<file path="src/sv/affine_gap_alignment_unit_macros.svh">
// Assertion macros for the affine gap alignment unit.
// Each macro expands to one labelled concurrent assertion on clk, disabled in reset.
`ifndef AFFINE_GAP_ALIGNMENT_UNIT_MACROS_SVH
`define AFFINE_GAP_ALIGNMENT_UNIT_MACROS_SVH

// Same-cycle implication.
`define AGA_ASSERT_IMP(lbl, ante, cons, msg) \
  lbl: assert property (@(posedge clk) disable iff (!rst_n) (ante) |-> (cons)) \
    else $error(msg);

// Next-cycle implication.
`define AGA_ASSERT_NXT(lbl, ante, cons, msg) \
  lbl: assert property (@(posedge clk) disable iff (!rst_n) (ante) |=> (cons)) \
    else $error(msg);

`endif

</file>
<file path="src/sv/aga_pkg.sv">
// Package for the affine gap alignment unit: widths, score weights and codes.
// No dependencies.
package aga_pkg;

  localparam int MAX_LEN = 32;
  localparam int IDX_W   = $clog2(MAX_LEN);
  localparam int LEN_W   = IDX_W + 1;
  localparam int SCORE_W = 18;
  localparam int SUM_W   = SCORE_W + 1;
  localparam int WT_W    = 4;

  typedef logic signed [SCORE_W-1:0] score_t;
  typedef logic signed [SUM_W-1:0]   sum_t;
  typedef logic signed [WT_W-1:0]    weight_t;
  typedef logic [1:0]                code_t;

  // Weights in half units.
  localparam weight_t W_ZERO     = 4'sd0;
  localparam weight_t W_MATCH    = 4'sd2;
  localparam weight_t W_MISMATCH = -4'sd2;
  localparam weight_t W_NEW_GAP  = -4'sd4;
  localparam weight_t W_EXTEND   = -4'sd1;
  localparam score_t  W_FORBID   = -18'sd131070;

  // Input operation codes.
  localparam code_t FUNC_LOAD_A = 2'd0;
  localparam code_t FUNC_LOAD_B = 2'd1;
  localparam code_t FUNC_START  = 2'd2;

  // Traceback step codes.
  localparam code_t STEP_DIAG  = 2'd0;
  localparam code_t STEP_HORIZ = 2'd1;
  localparam code_t STEP_VERT  = 2'd2;
  localparam code_t STEP_EMPTY = 2'd3;

endpackage

</file>
<file path="src/sv/affine_gap_alignment_unit.sv">
// Top level of the affine gap alignment unit: sequence stores, score rows,
// traceback memory and one shared add/max unit under a small sequencer. Uses aga_pkg.
//
//  channel  dir  tdata fields (low bit up)         tuser       other
//  in_      in   symbol[7:0]                       func[1:0]   -
//  out_     out  step[1:0], score[9:2], pad        -           tlast = last
//
// A load writes its symbol into the A or B sequence store. A start fills m*n matrix cells,
// each a row read and then one pass of the shared add/max unit per cycle, then traces back
// at most m+n items (one empty item when both lengths are zero); inner items wait on a trace
// memory read and all wait on output stalls. The block is not ready from start until the last item
// is in the output register. Reset is synchronous and needs no clearing pass.
`include "affine_gap_alignment_unit_macros.svh"

module affine_gap_alignment_unit (
  input  logic        clk,
  input  logic        rst_n,
  input  logic        in_tvalid,
  output logic        in_tready,
  input  logic [7:0]  in_tdata,   // symbol[7:0]
  input  logic [1:0]  in_tuser,   // func[1:0]
  output logic        out_tvalid,
  input  logic        out_tready,
  output logic [15:0] out_tdata,  // step[1:0], score[9:2], zeros[15:10]
  output logic        out_tlast
);

  localparam logic [3:0] ST_IDLE = 4'd0;
  localparam logic [3:0] ST_RD   = 4'd1;
  localparam logic [3:0] ST_H    = 4'd2;
  localparam logic [3:0] ST_V    = 4'd3;
  localparam logic [3:0] ST_T    = 4'd4;
  localparam logic [3:0] ST_B    = 4'd5;
  localparam logic [3:0] ST_TB   = 4'd6;
  localparam logic [3:0] ST_TBW  = 4'd7;

  localparam int LW = aga_pkg::LEN_W;
  localparam int IW = aga_pkg::IDX_W;

  logic [3:0]  state_r, state_nxt;
  logic [LW-1:0] len_a_r, len_a_nxt, len_b_r, len_b_nxt;
  logic [LW-1:0] m_r, m_nxt, n_r, n_nxt;
  logic [LW-1:0] i_r, i_nxt, j_r, j_nxt;
  logic [LW-1:0] im1, jm1;

  aga_pkg::score_t horiz_r, horiz_nxt, vert_r, vert_nxt, t_r, t_nxt;
  aga_pkg::score_t left_r, left_nxt, ul_r, ul_nxt, up_r, up_nxt;
  aga_pkg::score_t score_r, score_nxt;

  logic        out_valid_r, out_valid_nxt;
  aga_pkg::code_t out_step_r, out_step_nxt;
  logic [7:0]  out_score_r, out_score_nxt;
  logic        out_last_r, out_last_nxt;

  // Memories.
  logic [7:0]           seq_a_mem [aga_pkg::MAX_LEN];
  logic [7:0]           seq_b_mem [aga_pkg::MAX_LEN];
  aga_pkg::score_t      diag_mem  [aga_pkg::MAX_LEN];
  aga_pkg::score_t      vert_mem  [aga_pkg::MAX_LEN];
  aga_pkg::code_t       trace_mem [aga_pkg::MAX_LEN * aga_pkg::MAX_LEN];
  logic [7:0]           sym_a_rd, sym_b_rd;
  aga_pkg::score_t      diag_rd, vert_rd;
  aga_pkg::code_t       trace_rd;

  logic            in_acc;
  aga_pkg::code_t  in_func;
  logic [7:0]      in_sym;
  logic            we_a, we_b, row_we, trace_re, row_re;
  logic            out_free, out_load;
  aga_pkg::code_t  dir, tb_dir;

  // Shared add/max unit.
  aga_pkg::score_t  ua, ub, best, up_val, vup_val;
  aga_pkg::weight_t uka, ukb;
  aga_pkg::sum_t    sa, sb;

  assign in_func  = aga_pkg::code_t'(in_tuser);
  assign in_sym   = in_tdata;
  assign in_tready = (state_r == ST_IDLE);
  assign in_acc   = in_tvalid && in_tready;
  assign im1      = i_r - LW'(1);
  assign jm1      = j_r - LW'(1);

  assign we_a = in_acc && (in_func == aga_pkg::FUNC_LOAD_A) &&
                (len_a_r < LW'(aga_pkg::MAX_LEN));
  assign we_b = in_acc && (in_func == aga_pkg::FUNC_LOAD_B) &&
                (len_b_r < LW'(aga_pkg::MAX_LEN));
  assign row_re   = (state_r == ST_RD);
  assign row_we   = (state_r == ST_B);
  assign out_free = !out_valid_r || out_tready;
  assign trace_re = (state_r == ST_TB) && out_free && (i_r != '0) && (j_r != '0);

  // On the first row the upper neighbours come from the border, not the row store.
  assign up_val  = (i_r == LW'(1)) ? '0 : diag_rd;
  assign vup_val = (i_r == LW'(1)) ? aga_pkg::W_FORBID : vert_rd;

  always_comb begin
    unique case (state_r)
      ST_H: begin
        ua = horiz_r; uka = aga_pkg::W_EXTEND;
        ub = left_r;  ukb = aga_pkg::W_NEW_GAP;
      end
      ST_V: begin
        ua = vup_val; uka = aga_pkg::W_EXTEND;
        ub = up_val;  ukb = aga_pkg::W_NEW_GAP;
      end
      ST_T: begin
        ua = horiz_r; uka = aga_pkg::W_ZERO;
        ub = vert_r;  ukb = aga_pkg::W_ZERO;
      end
      default: begin
        ua  = ul_r;
        uka = (sym_a_rd == sym_b_rd) ? aga_pkg::W_MATCH : aga_pkg::W_MISMATCH;
        ub  = t_r;  ukb = aga_pkg::W_ZERO;
      end
    endcase
    sa   = {ua[aga_pkg::SCORE_W-1], ua} + aga_pkg::sum_t'(uka);
    sb   = {ub[aga_pkg::SCORE_W-1], ub} + aga_pkg::sum_t'(ukb);
    best = (sa > sb) ? sa[aga_pkg::SCORE_W-1:0] : sb[aga_pkg::SCORE_W-1:0];
  end

  always_comb begin
    priority if (best == horiz_r) begin
      dir = aga_pkg::STEP_HORIZ;
    end else if (best == vert_r) begin
      dir = aga_pkg::STEP_VERT;
    end else begin
      dir = aga_pkg::STEP_DIAG;
    end
  end

  always_comb begin
    state_nxt     = state_r;
    len_a_nxt     = len_a_r;
    len_b_nxt     = len_b_r;
    m_nxt         = m_r;
    n_nxt         = n_r;
    i_nxt         = i_r;
    j_nxt         = j_r;
    horiz_nxt     = horiz_r;
    vert_nxt      = vert_r;
    t_nxt         = t_r;
    left_nxt      = left_r;
    ul_nxt        = ul_r;
    up_nxt        = up_r;
    score_nxt     = score_r;
    out_load      = 1'b0;
    tb_dir        = aga_pkg::STEP_EMPTY;
    out_step_nxt  = out_step_r;
    out_score_nxt = out_score_r;
    out_last_nxt  = out_last_r;

    unique case (state_r)
      ST_IDLE: begin
        if (we_a) len_a_nxt = len_a_r + LW'(1);
        if (we_b) len_b_nxt = len_b_r + LW'(1);
        if (in_acc && (in_func == aga_pkg::FUNC_START)) begin
          m_nxt     = len_a_r;
          n_nxt     = len_b_r;
          len_a_nxt = '0;
          len_b_nxt = '0;
          score_nxt = '0;
          ul_nxt    = '0;
          left_nxt  = '0;
          horiz_nxt = aga_pkg::W_FORBID;
          if ((len_a_r == '0) || (len_b_r == '0)) begin
            i_nxt     = len_a_r;
            j_nxt     = len_b_r;
            state_nxt = ST_TB;
          end else begin
            i_nxt     = LW'(1);
            j_nxt     = LW'(1);
            state_nxt = ST_RD;
          end
        end
      end
      ST_RD: state_nxt = ST_H;
      ST_H: begin
        horiz_nxt = best;
        state_nxt = ST_V;
      end
      ST_V: begin
        vert_nxt  = best;
        up_nxt    = up_val;
        state_nxt = ST_T;
      end
      ST_T: begin
        t_nxt     = best;
        state_nxt = ST_B;
      end
      ST_B: begin
        ul_nxt   = up_r;
        left_nxt = best;
        if (j_r == n_r) begin
          score_nxt = best;
          if (i_r == m_r) begin
            state_nxt = ST_TB;
          end else begin
            i_nxt     = i_r + LW'(1);
            j_nxt     = LW'(1);
            ul_nxt    = '0;
            left_nxt  = '0;
            horiz_nxt = aga_pkg::W_FORBID;
            state_nxt = ST_RD;
          end
        end else begin
          j_nxt     = j_r + LW'(1);
          state_nxt = ST_RD;
        end
      end
      ST_TB: begin
        if (out_free) begin
          if ((i_r == '0) && (j_r == '0)) begin
            out_load = 1'b1;
            tb_dir   = aga_pkg::STEP_EMPTY;
          end else if (i_r == '0) begin
            out_load = 1'b1;
            tb_dir   = aga_pkg::STEP_HORIZ;
          end else if (j_r == '0) begin
            out_load = 1'b1;
            tb_dir   = aga_pkg::STEP_VERT;
          end else begin
            state_nxt = ST_TBW;
          end
        end
      end
      ST_TBW: begin
        out_load = 1'b1;
        tb_dir   = trace_rd;
      end
      default: state_nxt = ST_IDLE;
    endcase

    if (out_load) begin
      unique case (tb_dir)
        aga_pkg::STEP_HORIZ: j_nxt = j_r - LW'(1);
        aga_pkg::STEP_VERT:  i_nxt = i_r - LW'(1);
        aga_pkg::STEP_DIAG: begin
          i_nxt = i_r - LW'(1);
          j_nxt = j_r - LW'(1);
        end
        default: ;
      endcase
      out_step_nxt  = tb_dir;
      out_score_nxt = score_r[7:0];
      out_last_nxt  = (i_nxt == '0) && (j_nxt == '0);
      state_nxt     = out_last_nxt ? ST_IDLE : ST_TB;
    end
  end

  assign out_valid_nxt = out_load ? 1'b1 : (out_tready ? 1'b0 : out_valid_r);

  always_ff @(posedge clk) begin
    if (!rst_n) begin
      state_r     <= ST_IDLE;
      len_a_r     <= '0;
      len_b_r     <= '0;
      out_valid_r <= 1'b0;
    end else begin
      state_r     <= state_nxt;
      len_a_r     <= len_a_nxt;
      len_b_r     <= len_b_nxt;
      out_valid_r <= out_valid_nxt;
    end
  end

  always_ff @(posedge clk) begin
    m_r         <= m_nxt;
    n_r         <= n_nxt;
    i_r         <= i_nxt;
    j_r         <= j_nxt;
    horiz_r     <= horiz_nxt;
    vert_r      <= vert_nxt;
    t_r         <= t_nxt;
    left_r      <= left_nxt;
    ul_r        <= ul_nxt;
    up_r        <= up_nxt;
    score_r     <= score_nxt;
    out_step_r  <= out_step_nxt;
    out_score_r <= out_score_nxt;
    out_last_r  <= out_last_nxt;
  end

  always_ff @(posedge clk) begin
    if (we_a) seq_a_mem[len_a_r[IW-1:0]] <= in_sym;
    if (row_re) sym_a_rd <= seq_a_mem[im1[IW-1:0]];
  end

  always_ff @(posedge clk) begin
    if (we_b) seq_b_mem[len_b_r[IW-1:0]] <= in_sym;
    if (row_re) sym_b_rd <= seq_b_mem[jm1[IW-1:0]];
  end

  always_ff @(posedge clk) begin
    if (row_we) diag_mem[jm1[IW-1:0]] <= best;
    if (row_re) diag_rd <= diag_mem[jm1[IW-1:0]];
  end

  always_ff @(posedge clk) begin
    if (row_we) vert_mem[jm1[IW-1:0]] <= vert_r;
    if (row_re) vert_rd <= vert_mem[jm1[IW-1:0]];
  end

  always_ff @(posedge clk) begin
    if (row_we) trace_mem[{im1[IW-1:0], jm1[IW-1:0]}] <= dir;
    if (trace_re) trace_rd <= trace_mem[{im1[IW-1:0], jm1[IW-1:0]}];
  end

  assign out_tvalid = out_valid_r;
  assign out_tdata  = {6'b0, out_score_r, out_step_r};
  assign out_tlast  = out_last_r;

  // The output register is only loaded when it is empty or being emptied.
  `AGA_ASSERT_IMP(a_out_no_overwrite, out_load, out_free, "result overwritten before taken")
  // After the final item of a run the sequencer is back at idle.
  `AGA_ASSERT_NXT(a_last_to_idle, out_load && out_last_nxt, state_r == ST_IDLE,
                  "sequencer not idle after final item")
  // Cell indices stay inside the loaded lengths while the matrices are filled.
  `AGA_ASSERT_IMP(a_cell_in_range,
                  (state_r == ST_RD) || (state_r == ST_B),
                  (i_r != '0) && (j_r != '0) && (i_r <= m_r) && (j_r <= n_r),
                  "cell index outside the loaded lengths")
  // Every traceback move other than the empty one shortens the remaining path.
  `AGA_ASSERT_NXT(a_tb_progress, out_load && (tb_dir != aga_pkg::STEP_EMPTY),
                  (7'(i_r) + 7'(j_r)) < (7'($past(i_r)) + 7'($past(j_r))),
                  "traceback made no progress")

endmodule
</file>
<file path="config.mk">
export PLATFORM = sky130hd
export DESIGN_NAME = affine_gap_alignment_unit
export DESIGN_NICKNAME = d
export VERILOG_FILES = /design/src/sv/aga_pkg.sv /design/src/sv/affine_gap_alignment_unit.sv
export VERILOG_INCLUDE_DIRS = /design/src /design/src/sv
export SDC_FILE = /design/constraint.sdc
export NUM_CORES = 2
export LEC_CHECK = 0
export ABC_AREA = 0
export BUFFER_PORTS_ARGS = -buffer_cell sky130_fd_sc_hd__buf_2
export CAP_MARGIN = 5
export CORE_UTILIZATION = 45
export DETAILED_ROUTE_END_ITERATION = 16
export GPL_TIMING_DRIVEN = 0
export SKIP_LAST_GASP = 1
export SLEW_MARGIN = 10
export SYNTH_ARGS = -nofsm -noshare
export SYNTH_HDL_FRONTEND = slang
export SYNTH_SLANG_ARGS = --single-unit
</file>
<file path="constraint.sdc">
create_clock -name clk -period 185.3 [get_ports clk]
set_clock_uncertainty 0.2 [all_clocks]
set_input_delay 9.265 -clock clk [delete_from_list [all_inputs] [get_ports clk]]
set_output_delay 9.265 -clock clk [all_outputs]
set_load 0.005 [all_outputs]
</file>
==> results <==
- Clock-pin slew was measured on the worst setup and hold paths at 0.06 ns.
- The distinct cell type count after synthesis is between 100 and 150.
- The highest achievable clock rate is approximately 75 MHz.
- The number of synthesized flops with an enable pin is around 3900.
- Of the cells placed in the final design, the portion with a size suffix greater than 1 is a little under a quarter.
- The most common cell after layout, fill and taps aside is sky130_fd_sc_hd__edfxtp_1.
- At the end of routability-driven placement, the weighted congestion stood at 1.00.
- The worst slew margin relative to its limit is -7.69%.
- The synthesized netlist devotes under 10% of its cell area to compound gates.
- The first routing iteration left 17600 violations.
- The via count of the first global-routing pass is between 90000 and 100k.
- At the worst endpoint, the required time is 185.94 ns.
- The combined flip-flop and latch cell area is 118000 sq um.
- Summing all non-filler instances in the final layout gives an area of between 150000 and 200000 sq um.
- The number of cells produced by synthesis is roughly 8500.
- The max-slew violation count came to a little under 60.
- The number of remaining DRC errors is 0.
- Summing internal, switching and leakage power gives 3.75 mW.
- The initial antenna violation count is 42.
- TritonCTS built the clock tree.
- The share of the core filled with cells in the final layout is roughly half.
- The maximum number of buffers from clock root to sink is 4.
- Summing over every cut layer, the via total after detailed routing is slightly below 100k.
- The flow ran to the end, but the final reports show violations.
- The synthesis-to-finish area growth is 14.4%.
- The die is a little under 600 um tall.
- The peak per-stage delay on the critical path is 1.00 ns.
- The area of the multi-input gates is roughly 37000 sq um.
- For this run, the detailed router's first-pass iteration total came to 9.
- Setup repair after global routing left no endpoint under its margin.
- The measured slew at the worst slew-check pin is ~1.6 ns.
- The clock tree root driver cell is sky130_fd_sc_hd__clkbuf_16.
- Once placement finished, the instance area stood at around 170000 sq um.
- The tool flagged a number of max-cap violations equal to 6.
- For this run, the number of Yosys warnings is 0.
- IR analysis of the VDD net gives a maximum drop of ~0.030 mV.
- The final critical path takes up roughly 7.2% of the cycle.
- The worst setup path is captured at a register.
- The areal power density over the cells is roughly 21 nW/um^2.
- The wire length per cell after detailed routing is around 43 um.
- The multiplexer share of the synthesized area is between 10 and 15%.
- The total of buffers placed on input and output ports is 26.
- The number of hold violations in the final report is 0.
- The synthesized netlist occupies a cell area of ~160000 sq um.
- In the global route stage, overall resource usage came out at between 30% and 40%.
- The final reports fail on capacitance limit, slew limit.
- Once detail routing completed, the nets flagged for antenna violations numbered 0.
- The worst hold path belongs to the class register to register.
- The most used flip-flop cell after synthesis is sky130_fd_sc_hd__edfxtp_1.
- The number of rows in the core area is 217.
- The post-place setup slack is roughly 170 ns.
- The top cell types in the final layout, fill and taps aside, are 3905 x sky130_fd_sc_hd__edfxtp_1, 1265 x sky130_fd_sc_hd__nor2_1, 934 x sky130_fd_sc_hd__mux4_2.
- The fraction of synthesized cell area in xor and xnor cells is less than 1%.
- Entering global routing, the biggest net connects 65 pins.
- For the worst setup path, the data arrival time is roughly 14 ns.
- The net count reported at finish is slightly above 9000.
- Measured along the x axis, the die boundary spans between 500 and 600 um.
- The worst path setup slack after routing is roughly 170 ns.
- The per-cell via count in the routed design is between 6 and 7.
- The number of buffers inserted by post-CTS setup repair is 0.
- The cell type with the highest occurrence count on the critical path is sky130_fd_sc_hd__buf_4.
- Sequential elements use about 75% of the synthesized area.
- After global routing the overflow that remains totals 0.
- The filler cells instantiated in the layout total about 28000.
- Pin placement for this block handled 33 I/O pins.
- Among all stages on the critical path, the largest delay is contributed by sky130_fd_sc_hd__o311ai_0.
- The floorplan step defined a die boundary enclosing 353000 sq um.
- The number of levels the H-tree was split into is 5.
- For this run, asynchronously set or reset flops after synthesis account for 0%.
- The quantity of gates resized following cts is 0.
- For this design the static power due to leakage is 51.4 nW.
- The routed wire length is between 600000 and 700000 um.
- The main combinational cell family by area after synthesis is multiplexers.
- Clock tree synthesis found a total of approximately 4000 sinks.
- For the finished layout, the period the worst path requires is 13.34 ns.
- After floorplanning, the core was sized to cover between 300000 and 400000 sq um.
- The number of setup violations in the final report is 0.
- The detailed placer's ending HPWL is between 400000 and 500000 um.
- Counting flops and latches in the post-synthesis netlist gives just under 4000.
- The hold-fix buffer count after cts is 0.
- The first global-routing pass estimated about 800000 um of wire.
- The post-synthesis adder-cell area fraction is 0.612%.
- The mean instance size in the synthesized netlist is about 19 sq um.
- After Yosys synthesis, and, or, nand and nor cells account for around 5.0% of the synthesized area.
- The final-layout setup total negative slack is 0 ns.
- The critical path in this run is classified as register to register.
- Clock latency on the worst-skew pair, taken at its later pin, is 1.00 ns.
- The starting density of the core is between 40% and 50%.
- The startpoint kind of the worst setup timing path is a register.
- The TritonCTS buffer count is around 400.
- Of all nets on the critical path, the largest fanout is 12.
==> cells in the mapped netlist (74+ instances only) <==
cell | count | area share [%]
sky130_fd_sc_hd__nand3_1 | 105 | 0.33
sky130_fd_sc_hd__edfxtp_1 | 3905 | 74
sky130_fd_sc_hd__mux4_2 | 934 | 13
sky130_fd_sc_hd__nor2_1 | 1272 | 3.0
sky130_fd_sc_hd__a21oi_1 | 165 | 0.52
sky130_fd_sc_hd__buf_2 | 139 | 0.44
sky130_fd_sc_hd__inv_1 | 108 | 0.26
sky130_fd_sc_hd__a22oi_1 | 200 | 0.95
sky130_fd_sc_hd__ha_1 | 74 | 0.59
sky130_fd_sc_hd__clkbuf_1 | 370 | 0.88
sky130_fd_sc_hd__a221oi_1 | 91 | 0.50
sky130_fd_sc_hd__nand2_1 | 290 | 0.69
==> power breakdown <==
| part | switching, mW | internal [mW] |
|---|---|---|
| Sequential | 0.0117 | 1.21 |
| Combinational | 1.31 | 0.424 |
| Clock | 0.356 | 0.441 |
==> registers in the layout, indices dropped and copies added (netlist names), 8 cells and up <==
| signal | count |
|---|---|
| up_r | 18 |
| seq_b_mem | 256 |
| horiz_r | 18 |
| diag_rd | 18 |
| vert_r | 18 |
| seq_a_mem | 256 |
| trace_mem | 2048 |
| sym_b_rd | 8 |
| out_score_r | 8 |
| left_r | 18 |
| t_r | 18 |
| sym_a_rd | 8 |
| ul_r | 18 |
| diag_mem | 576 |
| vert_mem | 576 |
| vert_rd | 18 |
| score_r | 8 |
==> through the flow <==
stage	hold slack (ns)	std cells
floorplan	0.200	8508
global placement	0.205	13100
detailed placement	0.206	13400
CTS	0.222	14100
global route	0.239	14100
finish	0.221	14200
==> path summary, 6_finish.rpt <==
kind	from	end	slack, ns	cells after the start
setup / recovery	state_r[0]	trace_mem[724][1]	171.96	41
hold reg to reg	score_r[2]	out_score_r[2]	0.22	0
hold / removal	score_r[2]	out_score_r[2]	0.22	0
setup reg to reg	state_r[0]	trace_mem[724][1]	171.96	41
==> routing by layer <==
layer	vias to the layer above	global-route usage (%)	routed length, um
li1	35800	-	-
met1	50000	42.0	205000
met2	8305	49.8	264000
met3	2037	12.3	85200
met4	22	21.9	49500
met5	-	0.406	346
==> final cells by class <==
cell class | instances | share of cell area, %
multi-input combinational | 3861 | 20.7
buffer | 601 | 1.55
timing repair buffer | 291 | 2.08
sequential | 3933 | 65.2
inverter | 113 | 0.264
clock inverter | 237 | 1.17
antenna | 53 | 0.0734
tap | 4599 | 3.18
clock buffer | 494 | 5.81
==> kinds of logic after synthesis <==
logic type	count (synthesis)
DFF	3933
and+or+nand+nor	1889
muxes	967
AOI/OAI and AO/OA	839
buffers and inverters	714
xor gates and xnor gates	84
adders and majority gates	76
other	1
==> worst max-delay path: cells and delay by family, from the launching register on <==
| family | cells | cell delay (ns) |
|---|---|---|
| mux | 1 | 0.84 |
| compound gates | 9 | 3.61 |
| flops | 1 | 0.32 |
| buf+inv | 22 | 5.48 |
| fa+ha+maj | 2 | 0.76 |
| xor+xnor | 1 | 0.23 |
| simple gates | 6 | 1.68 |
(Power assumes the default switching activity.)
